--- src/rtl/core/cgm_pkg.sv ---
package cgm_pkg;

	// Key and stream widths
	localparam int KEY_W     = 21;
	localparam int ENTRY_MAX = 64;
	localparam int IN_W      = 88;
	localparam int OUT_W     = 72;

	// Command codes
	localparam logic CMD_LOOKUP = 1'b0;
	localparam logic CMD_SET    = 1'b1;

	// Status codes
	localparam logic STATUS_OK   = 1'b0;
	localparam logic STATUS_FULL = 1'b1;

	// Item sequencer states
	typedef enum logic [2:0] {
		ST_IDLE = 3'b001,
		ST_CMP  = 3'b010,
		ST_ACT  = 3'b100
	} cgm_state_t;

	// Broadcast control from the sequencer to every tail cell
	typedef struct packed {
		logic cmp;
		logic upd;
		logic ins;
	} cgm_ctl_t;

endpackage

--- src/rtl/core/cgm_cell.sv ---
module cgm_cell #(
	parameter int ENTRY_W = 64
) (
	input  logic                       clk,
	input  logic                       arst_n,
	input  cgm_pkg::cgm_ctl_t          ctl,
	input  logic [cgm_pkg::KEY_W-1:0]  key,
	input  logic [ENTRY_W-1:0]         entry,
	input  logic                       prev_lt,
	input  logic                       prev_valid,
	input  logic [cgm_pkg::KEY_W-1:0]  prev_key,
	input  logic [ENTRY_W-1:0]         prev_entry,
	output logic                       valid_q,
	output logic                       lt_q,
	output logic                       hit_q,
	output logic                       hit_c,
	output logic [cgm_pkg::KEY_W-1:0]  key_q,
	output logic [ENTRY_W-1:0]         entry_q
);
	import cgm_pkg::*;

	logic lt_c;

	// Compare the broadcast key against the held key
	assign lt_c  = valid_q && (key_q < key);
	assign hit_c = valid_q && (key_q == key);

	// Control: valid bit and compare flags
	always_ff @(posedge clk or negedge arst_n) begin
		if (!arst_n) begin
			valid_q <= 1'b0;
			lt_q    <= 1'b0;
			hit_q   <= 1'b0;
		end else begin
			if (ctl.cmp) begin
				lt_q  <= lt_c;
				hit_q <= hit_c;
			end
			// Insert: hold below the slot, load at it, shift in from the lower neighbor above it
			if (ctl.ins && !lt_q) begin
				valid_q <= prev_lt ? 1'b1 : prev_valid;
			end
		end
	end

	// Payload: update in place or shift from the neighbor
	always_ff @(posedge clk) begin
		if (ctl.upd && hit_q) begin
			entry_q <= entry;
		end else if (ctl.ins && !lt_q) begin
			if (prev_lt) begin
				key_q   <= key;
				entry_q <= entry;
			end else begin
				key_q   <= prev_key;
				entry_q <= prev_entry;
			end
		end
	end

endmodule

--- config.mk ---
export PLATFORM = sky130hd
export DESIGN_NAME = cgm_cell
export DESIGN_NICKNAME = d
export VERILOG_FILES = /design/src/rtl/core/cgm_pkg.sv /design/src/rtl/core/cgm_cell.sv
export SDC_FILE = /design/constraint.sdc
export NUM_CORES = 1
export LEC_CHECK = 0
export BUFFER_PORTS_ARGS = -buffer_cell sky130_fd_sc_hd__buf_2
export CELL_PAD_IN_SITES_DETAIL_PLACEMENT = 1
export CELL_PAD_IN_SITES_GLOBAL_PLACEMENT = 1
export CORE_ASPECT_RATIO = 0.9
export CORE_UTILIZATION = 35
export DETAILED_ROUTE_END_ITERATION = 7
export PLACE_DENSITY = 0.91
export SETUP_SLACK_MARGIN = 0.1
export SYNTH_ARGS = -nofsm -noshare
export SYNTH_HDL_FRONTEND = slang
export SYNTH_SLANG_ARGS = --single-unit
--- constraint.sdc ---
create_clock -name clk -period 5.77 [get_ports clk]
set_clock_uncertainty 0.2 [all_clocks]
set_input_delay 1.154 -clock clk [delete_from_list [all_inputs] [get_ports clk]]
set_output_delay 1.154 -clock clk [all_outputs]
set_load 0.005 [all_outputs]
==> run_results.csv, run 1 <==
group,metric,value,unit
timing,setup-tns-final,0,ns
die,fp-row-count,37,
logic_synthesis,syn_avg_cell_area,16.1,µm²
routing,via_per_inst,4.72,
die,fp.dieH,107,µm
critical_path,critPathSlowestCell,"nor4_2",
global_route,grt_pass1_vias,3738,
die,start_util,0.367,
logic_synthesis,synth-simple-area-share,0.0319,
clocking,cts_tree,"built",
min_path,hold_class,"reg -> reg",
die,die_w,119,µm
finish,fillCellCount,1295,
finish,layout_common_cells,"265 x buf_2, 85 x mux2_2, 85 x edfxtp_1",
logic_synthesis,synth_top_family_by_area,"multiplexers",
routing,wire_per_inst,17.9,µm
die,core,11700,µm²
timing,rsz0062_at_grt,"false",
finish,final_util,0.516,
finish,num-nets-final,734,
timing,tightest_slew,0.832,ns
clocking,cts_root_buffer,"clkbuf_16",
logic_synthesis,synth_seq_cells,88,
place,place_congestion,0.827,
logic_synthesis,synth_compound_area_frac,0.0275,
routing,drt_first_pass_iters,4,
logic_synthesis,synthDistinctLibCells,25,
critical_path,critical_path_arrival,2.48,ns
job,maxCapViolations,0,
logic_synthesis,netlist_area,4280,µm²
finish,layout.cells.non_filler,698,
place,dp_hpwl,10100,µm
place,dpl_cell_area,5740,µm²
timing,fin_hold_ws,0.326,ns
logic_synthesis,syn-num-nets,464,
routing,via_count,3292,
routing,ant_nets,0,
timing,fin_crit_sh,0.665,
critical_path,cp_slowest_stage_delay,0.35,ns
run_status,outcome,"finished clean",
timing,timing.fmax,0.261,GHz
global_route,grt.total_usage,0.201,
routing,first_iter_violations,87,
timing,post-route-min-period,3.84,ns
clocking,clkLatencyLatePin,0.34,ns
power_and_ir_drop,p_total,1.66,mW
clocking,htree_levels,3,
power_and_ir_drop,powerDensity,276,nW/µm²
place,place_ws,1.92,ns
timing,maxSlewHeadroom,0.444,
critical_path,worst-path-max-fanout,3,
critical_path,start_kind,"input port",
clocking,cts_sinks,88,
power_and_ir_drop,power.leakage,2.74,nW
power_and_ir_drop,ir_drop,0.190,mV
critical_path,crit_type,"in -> out",
critical_path,crit_chain,"buf_2 > inv_1 > ha_1 > nand4_2 > nor4_2 > and4_1 > buf_2",
clocking,cts-resized-gates,0,
routing,drc_errors,0,
die,dieArea,12700,µm²
finish,design_area,6020,µm²
global_route,antenna_found_initial,1,
critical_path,required,4.42,ns
logic_synthesis,synthMuxAreaShare,0.226,
logic_synthesis,synth-xor-area-share,0,
clocking,cts_inserted_buffers,9,
logic_synthesis,synth_cells,266,
logic_synthesis,synth-seq-area-share,0.614,
die,ios,266,
clocking,cts_buffer_depth,2,
timing,final_hold_viol_count,0,
place,dp_cells,681,
global_route,grt_pass1_wl,19100,µm
clocking,clkSlewWorstSetupHoldPaths,0.06,ns
finish,mostFrequentLayoutCell,"buf_2",
place,port-buffer-count,265,
clocking,cts.hold.buffers_added,0,
logic_synthesis,synthAdderAreaFrac,0.0614,
logic_synthesis,synth-warning-count,0,
timing,drv_slew,0,
clocking,cts_setup_buffers,0,
global_route,grt_overflow,0,
timing,worst_slack,1.93,ns
global_route,grt_max_degree,40,
finish,syn_to_final_growth,40.6,%
finish,drive_gt1_frac,0.691,
timing,setup_viol,0,
critical_path,cp_common_cell,"buf_2",
routing,wl,12500,µm
critical_path,end_kind,"primary output",
==> flip-flops by register name, indices dropped and copies added (netlist names) <==
| signal | cells |
|---|---|
| hit_q | 1 |
| lt_q | 1 |
| entry_q | 64 |
| key_q | 21 |
| valid_q | 1 |
==> Yosys cell counts, drive strengths merged <==
master / number / area (µm²)
nand4: 4 / 31.3
edfxtp: 85 / 2550
nand2: 6 / 22.5
ha: 21 / 263
nand3: 3 / 15.0
o41ai: 1 / 8.76
inv: 21 / 78.8
a211oi: 1 / 7.51
a21boi: 1 / 7.51
nor2: 1 / 3.75
o21ai: 4 / 20.0
mux2: 86 / 968
nor2b: 1 / 6.26
nand2b: 3 / 18.8
a21oi: 11 / 66.3
a21o: 1 / 7.51
nor4: 1 / 12.5
and4: 2 / 17.5
nand4b: 1 / 8.76
buf: 9 / 88.8
dfrtp: 3 / 75.1
==> report_power, final <==
part	internal [mW]	leakage, nW	switching [mW]	total [mW]
registers	0.796	0.852	0.0259	0.822
logic	0.152	1.75	0.149	0.301
clock network	0.291	0.132	0.246	0.537
==> layout make-up <==
type / instances / area [µm²] / share of cell area
Clock inverter: 7 / 47.5 / 0.00790
Tap cell: 156 / 195 / 0.0324
Antenna cell: 1 / 2.50 / 0.000416
Clock buffer: 9 / 225 / 0.0374
Sequential cell: 88 / 2630 / 0.437
Inverter: 21 / 78.8 / 0.0131
Multi-Input combinational cell: 148 / 1490 / 0.248
Timing Repair Buffer: 268 / 1350 / 0.224
==> final timing paths <==
check	from	depth (start not counted)	endpoint	slack [ns]
setup / recovery	key[18]	7	hit_c	1.93
hold / removal	lt_q$_DFFE_PN0P_	2	lt_q$_DFFE_PN0P_	0.33
setup reg to reg	hit_q$_DFFE_PN0P_	3	entry_q[36]$_DFFE_PP_	3.14
hold reg to reg	lt_q$_DFFE_PN0P_	2	lt_q$_DFFE_PN0P_	0.33
max in group asynchronous	arst_n	1	valid_q$_DFFE_PN0P_	4.86
min in group asynchronous	arst_n	1	hit_q$_DFFE_PN0P_	0.39
==> kinds of logic after synthesis <==
kind of cell	Yosys count
flip-flops	88
buffers and inverters	30
AO/OA/AOI/OAI	19
adder cells (fa/ha/maj)	21
AND/OR/NAND/NOR	22
multiplexers	86
==> layer usage <==
| metal | routed length, µm | vias to the layer above | GRT usage |
|---|---|---|---|
| li1 | - | 1552 | - |
| met1 | 4420 | 1562 | 0.202 |
| met2 | 6830 | 155 | 0.380 |
| met3 | 940 | 23 | 0.0681 |
| met4 | 275 | 0 | 0.0814 |
| met5 | 0 | - | 0 |
==> critical path, delay by kind of cell <==
kind                     cells  cell delay (ns)
AND/OR/NAND/NOR              3             0.77
adder cells (fa/ha/maj)      1             0.30
buffers and inverters        3             0.26
Note: power is estimated with default switching activity, not from simulation.
==> run 2: changes to the inputs <==
--- a/config.mk
+++ b/config.mk
@@ -9,9 +9,9 @@
 export CELL_PAD_IN_SITES_DETAIL_PLACEMENT = 1
 export CELL_PAD_IN_SITES_GLOBAL_PLACEMENT = 1
 export CORE_ASPECT_RATIO = 0.9
-export CORE_UTILIZATION = 35
+export CORE_UTILIZATION = 30
 export DETAILED_ROUTE_END_ITERATION = 7
-export PLACE_DENSITY = 0.91
+export PLACE_DENSITY = 0.83
 export SETUP_SLACK_MARGIN = 0.1
 export SYNTH_ARGS = -nofsm -noshare
 export SYNTH_HDL_FRONTEND = slang
==> constraint.sdc (replaced) <==
create_clock -name clk -period 3.2 [get_ports clk]
set_clock_uncertainty 0.2 [all_clocks]
set_input_delay 0.64 -clock clk [delete_from_list [all_inputs] [get_ports clk]]
set_output_delay 0.64 -clock clk [all_outputs]
set_load 0.005 [all_outputs]
==> run 2 against run 1 <==
Effect of this change: combinational power rose by 83%; non-clock buffer count rose by 4; flip-flop and latch count did not move; first-iteration DRC count rose by 47%; global-route usage fell by 3.3 points; largest cell class unchanged; highest routed layer unchanged; cell count rose by 5.7%; via count rose by 0.52%; largest power group unchanged; total power rose by 91%; count of clock-buffer cells in the layout rose by 1.
==> run_results.csv, run 2 (synthesis gave the netlist of run 1 again) <==
group,metric,value,unit
global_route,grt_overflow,0,
routing,ant_nets,0,
power_and_ir_drop,ir_drop,0.295,mV
critical_path,cp_common_cell,"buf_2",
global_route,use_met3,0.0707,
global_route,grtUsageMet1,0.168,
place,port-buffer-count,265,
timing,fin_crit_sh,0.878,
clocking,cts_tree,"built",
global_route,grt_pass1_wl,18500,µm
min_path,hold_class,"reg -> reg",
place,dp_hpwl,9920,µm
clocking,cts_root_buffer,"clkbuf_16",
critical_path,worst-path-max-fanout,3,
power_and_ir_drop,comb_power_share,0.173,
critical_path,required,2.36,ns
finish,n_antenna_cell,0,
timing,setup-tns-final,0,ns
routing,drc_errors,0,
timing,worst_slack,0.392,ns
routing,drt_first_pass_iters,5,
place,place_congestion,0.738,
finish,largest_register,"entry_q",
die,fp.dieH,115,µm
power_and_ir_drop,power.leakage,2.78,nW
clocking,cts-resized-gates,0,
global_route,use_met2,0.312,
finish,fillCellCount,1541,
routing,wl,12300,µm
clocking,cts_inserted_buffers,9,
critical_path,start_kind,"input port",
finish,mostFrequentLayoutCell,"buf_2",
timing,rsz0062_at_grt,"false",
timing,timing.fmax,0.356,GHz
power_and_ir_drop,powerDensity,516,nW/µm²
critical_path,end_kind,"primary output",
global_route,grt_pass1_vias,3734,
timing,final_hold_viol_count,0,
run_status,outcome,"finished clean",
finish,register_area,2630,µm²
die,ios,266,
global_route,grt_max_degree,39,
critical_path,critPathSlowestCell,"nor4_2",
finish,syn_to_final_growth,43.5,%
finish,num-nets-final,738,
finish,largest_reg_flops,64,
timing,tightest_slew,0.479,ns
critical_path,crit_chain,"buf_2 > inv_1 > ha_1 > nand4_2 > nor4_2 > and4_1 > buf_2",
power_and_ir_drop,power.internal,2.40,mW
routing,wire_per_inst,16.6,µm
finish,layout_common_cells,"265 x buf_2, 85 x mux2_2, 85 x edfxtp_1",
clocking,clkLatencyLatePin,0.34,ns
clocking,cts.hold.buffers_added,1,
global_route,antenna_found_initial,0,
timing,post-route-min-period,2.81,ns
power_and_ir_drop,seqPwrFrac,0.466,
clocking,cts_setup_buffers,0,
timing,maxSlewHeadroom,0.681,
timing,setup_viol,0,
routing,via_count,3309,
finish,drive_gt1_frac,0.690,
routing,via_per_inst,4.48,
clocking,clkSlewWorstSetupHoldPaths,0.06,ns
die,die_w,128,µm
die,start_util,0.307,
clocking,cts_buffer_depth,2,
critical_path,crit_type,"in -> out",
global_route,gr-max-usage-layer,"met2",
global_route,grt.total_usage,0.168,
power_and_ir_drop,clkPwrFrac,0.361,
finish,top_regs,"entry_q (64), key_q (21)",
clocking,htree_levels,3,
critical_path,critPathTopFamily,"simple AND/OR/NAND/NOR gates",
place,place_ws,0.383,ns
die,dieArea,14800,µm²
power_and_ir_drop,power_switching,767,µW
routing,first_iter_violations,128,
critical_path,path_buf_inv,3,
job,maxCapViolations,0,
clocking,cts_sinks,88,
finish,multiInputGateArea,1490,µm²
timing,drv_slew,0,
die,fp-row-count,41,
die,core,14000,µm²
critical_path,critical_path_arrival,1.97,ns
critical_path,cp_slowest_stage_delay,0.36,ns
power_and_ir_drop,p_sw_frac,0.242,
==> run 2: cell count changes in the layout (fill, tap and decap cells not counted) <==
cell | before | now
buf_4 | 3 | 6
bufinv_16 | 0 | 2
clkbuf_1 | 0 | 1
clkinv_2 | 3 | 0
diode_2 | 1 | 0
dlygate4sd3_1 | 0 | 1
==> run 2: power groups by stage <==
stage / registers [mW] / clock network (mW) / logic, mW
2_1_floorplan: 1.52 / 0 / 0.229
3_3_place_gp: 1.50 / 0 / 0.536
3_5_place_dp: 1.51 / 0 / 0.561
4_1_cts: 1.48 / 1.18 / 0.565
5_1_grt: 1.49 / 1.22 / 0.610
6_report: 1.48 / 1.14 / 0.550
==> run 2: worst paths after layout <==
check,from,endpoint,slack (ns),cells after the start
hold / removal,lt_q$_DFFE_PN0P_,lt_q$_DFFE_PN0P_,0.31,2
hold reg to reg,lt_q$_DFFE_PN0P_,lt_q$_DFFE_PN0P_,0.31,2
setup reg to reg,hit_q$_DFFE_PN0P_,entry_q[2]$_DFFE_PP_,1.26,3
max in group asynchronous,arst_n,valid_q$_DFFE_PN0P_,2.22,2
min in group asynchronous,arst_n,hit_q$_DFFE_PN0P_,0.47,2
setup / recovery,key[20],hit_c,0.39,7
==> run 2: worst reg2reg max path, delay by kind of cell, from the launching register on <==
| kind | cells | cell delay [ns] |
|---|---|---|
| flip-flops | 1 | 0.48 |
| multiplexers | 1 | 0.44 |
| buffers and inverters | 1 | 0.41 |
| AO/OA/AOI/OAI | 1 | 0.16 |
==> run 2: area by class of cell <==
cell class                      count  share of cell area
Clock inverter                      6              0.0151
Sequential cell                    88               0.428
Tap cell                          193              0.0393
Multi-Input combinational cell    148               0.243
Timing Repair Buffer              272               0.225
Clock buffer                       10              0.0373
Inverter                           21              0.0128
==> run 2: routing by layer <==
| metal | vias to the layer above | wire [µm] |
|---|---|---|
| met5 | - | 0 |
| met4 | 0 | 204 |
| met1 | 1576 | 4270 |
| met2 | 155 | 6680 |
| met3 | 18 | 1090 |
| li1 | 1560 | - |
==> run 2: per-stage QoR <==
| stage | power [mW] | area, µm² | utilization | cells | hold WS [ns] |
|---|---|---|---|---|---|
| global placement | 2.03 | 5810 | 0.416 | 721 | 0.236 |
| finish | 3.17 | 6140 | 0.440 | 738 | 0.308 |
| floorplan | 1.75 | 4280 | - | 266 | 0.144 |
| global route | 3.32 | 6140 | 0.440 | 738 | 0.337 |
| CTS | 3.23 | 6140 | 0.440 | 738 | 0.313 |
| detailed placement | 2.07 | 5810 | 0.416 | 721 | 0.241 |
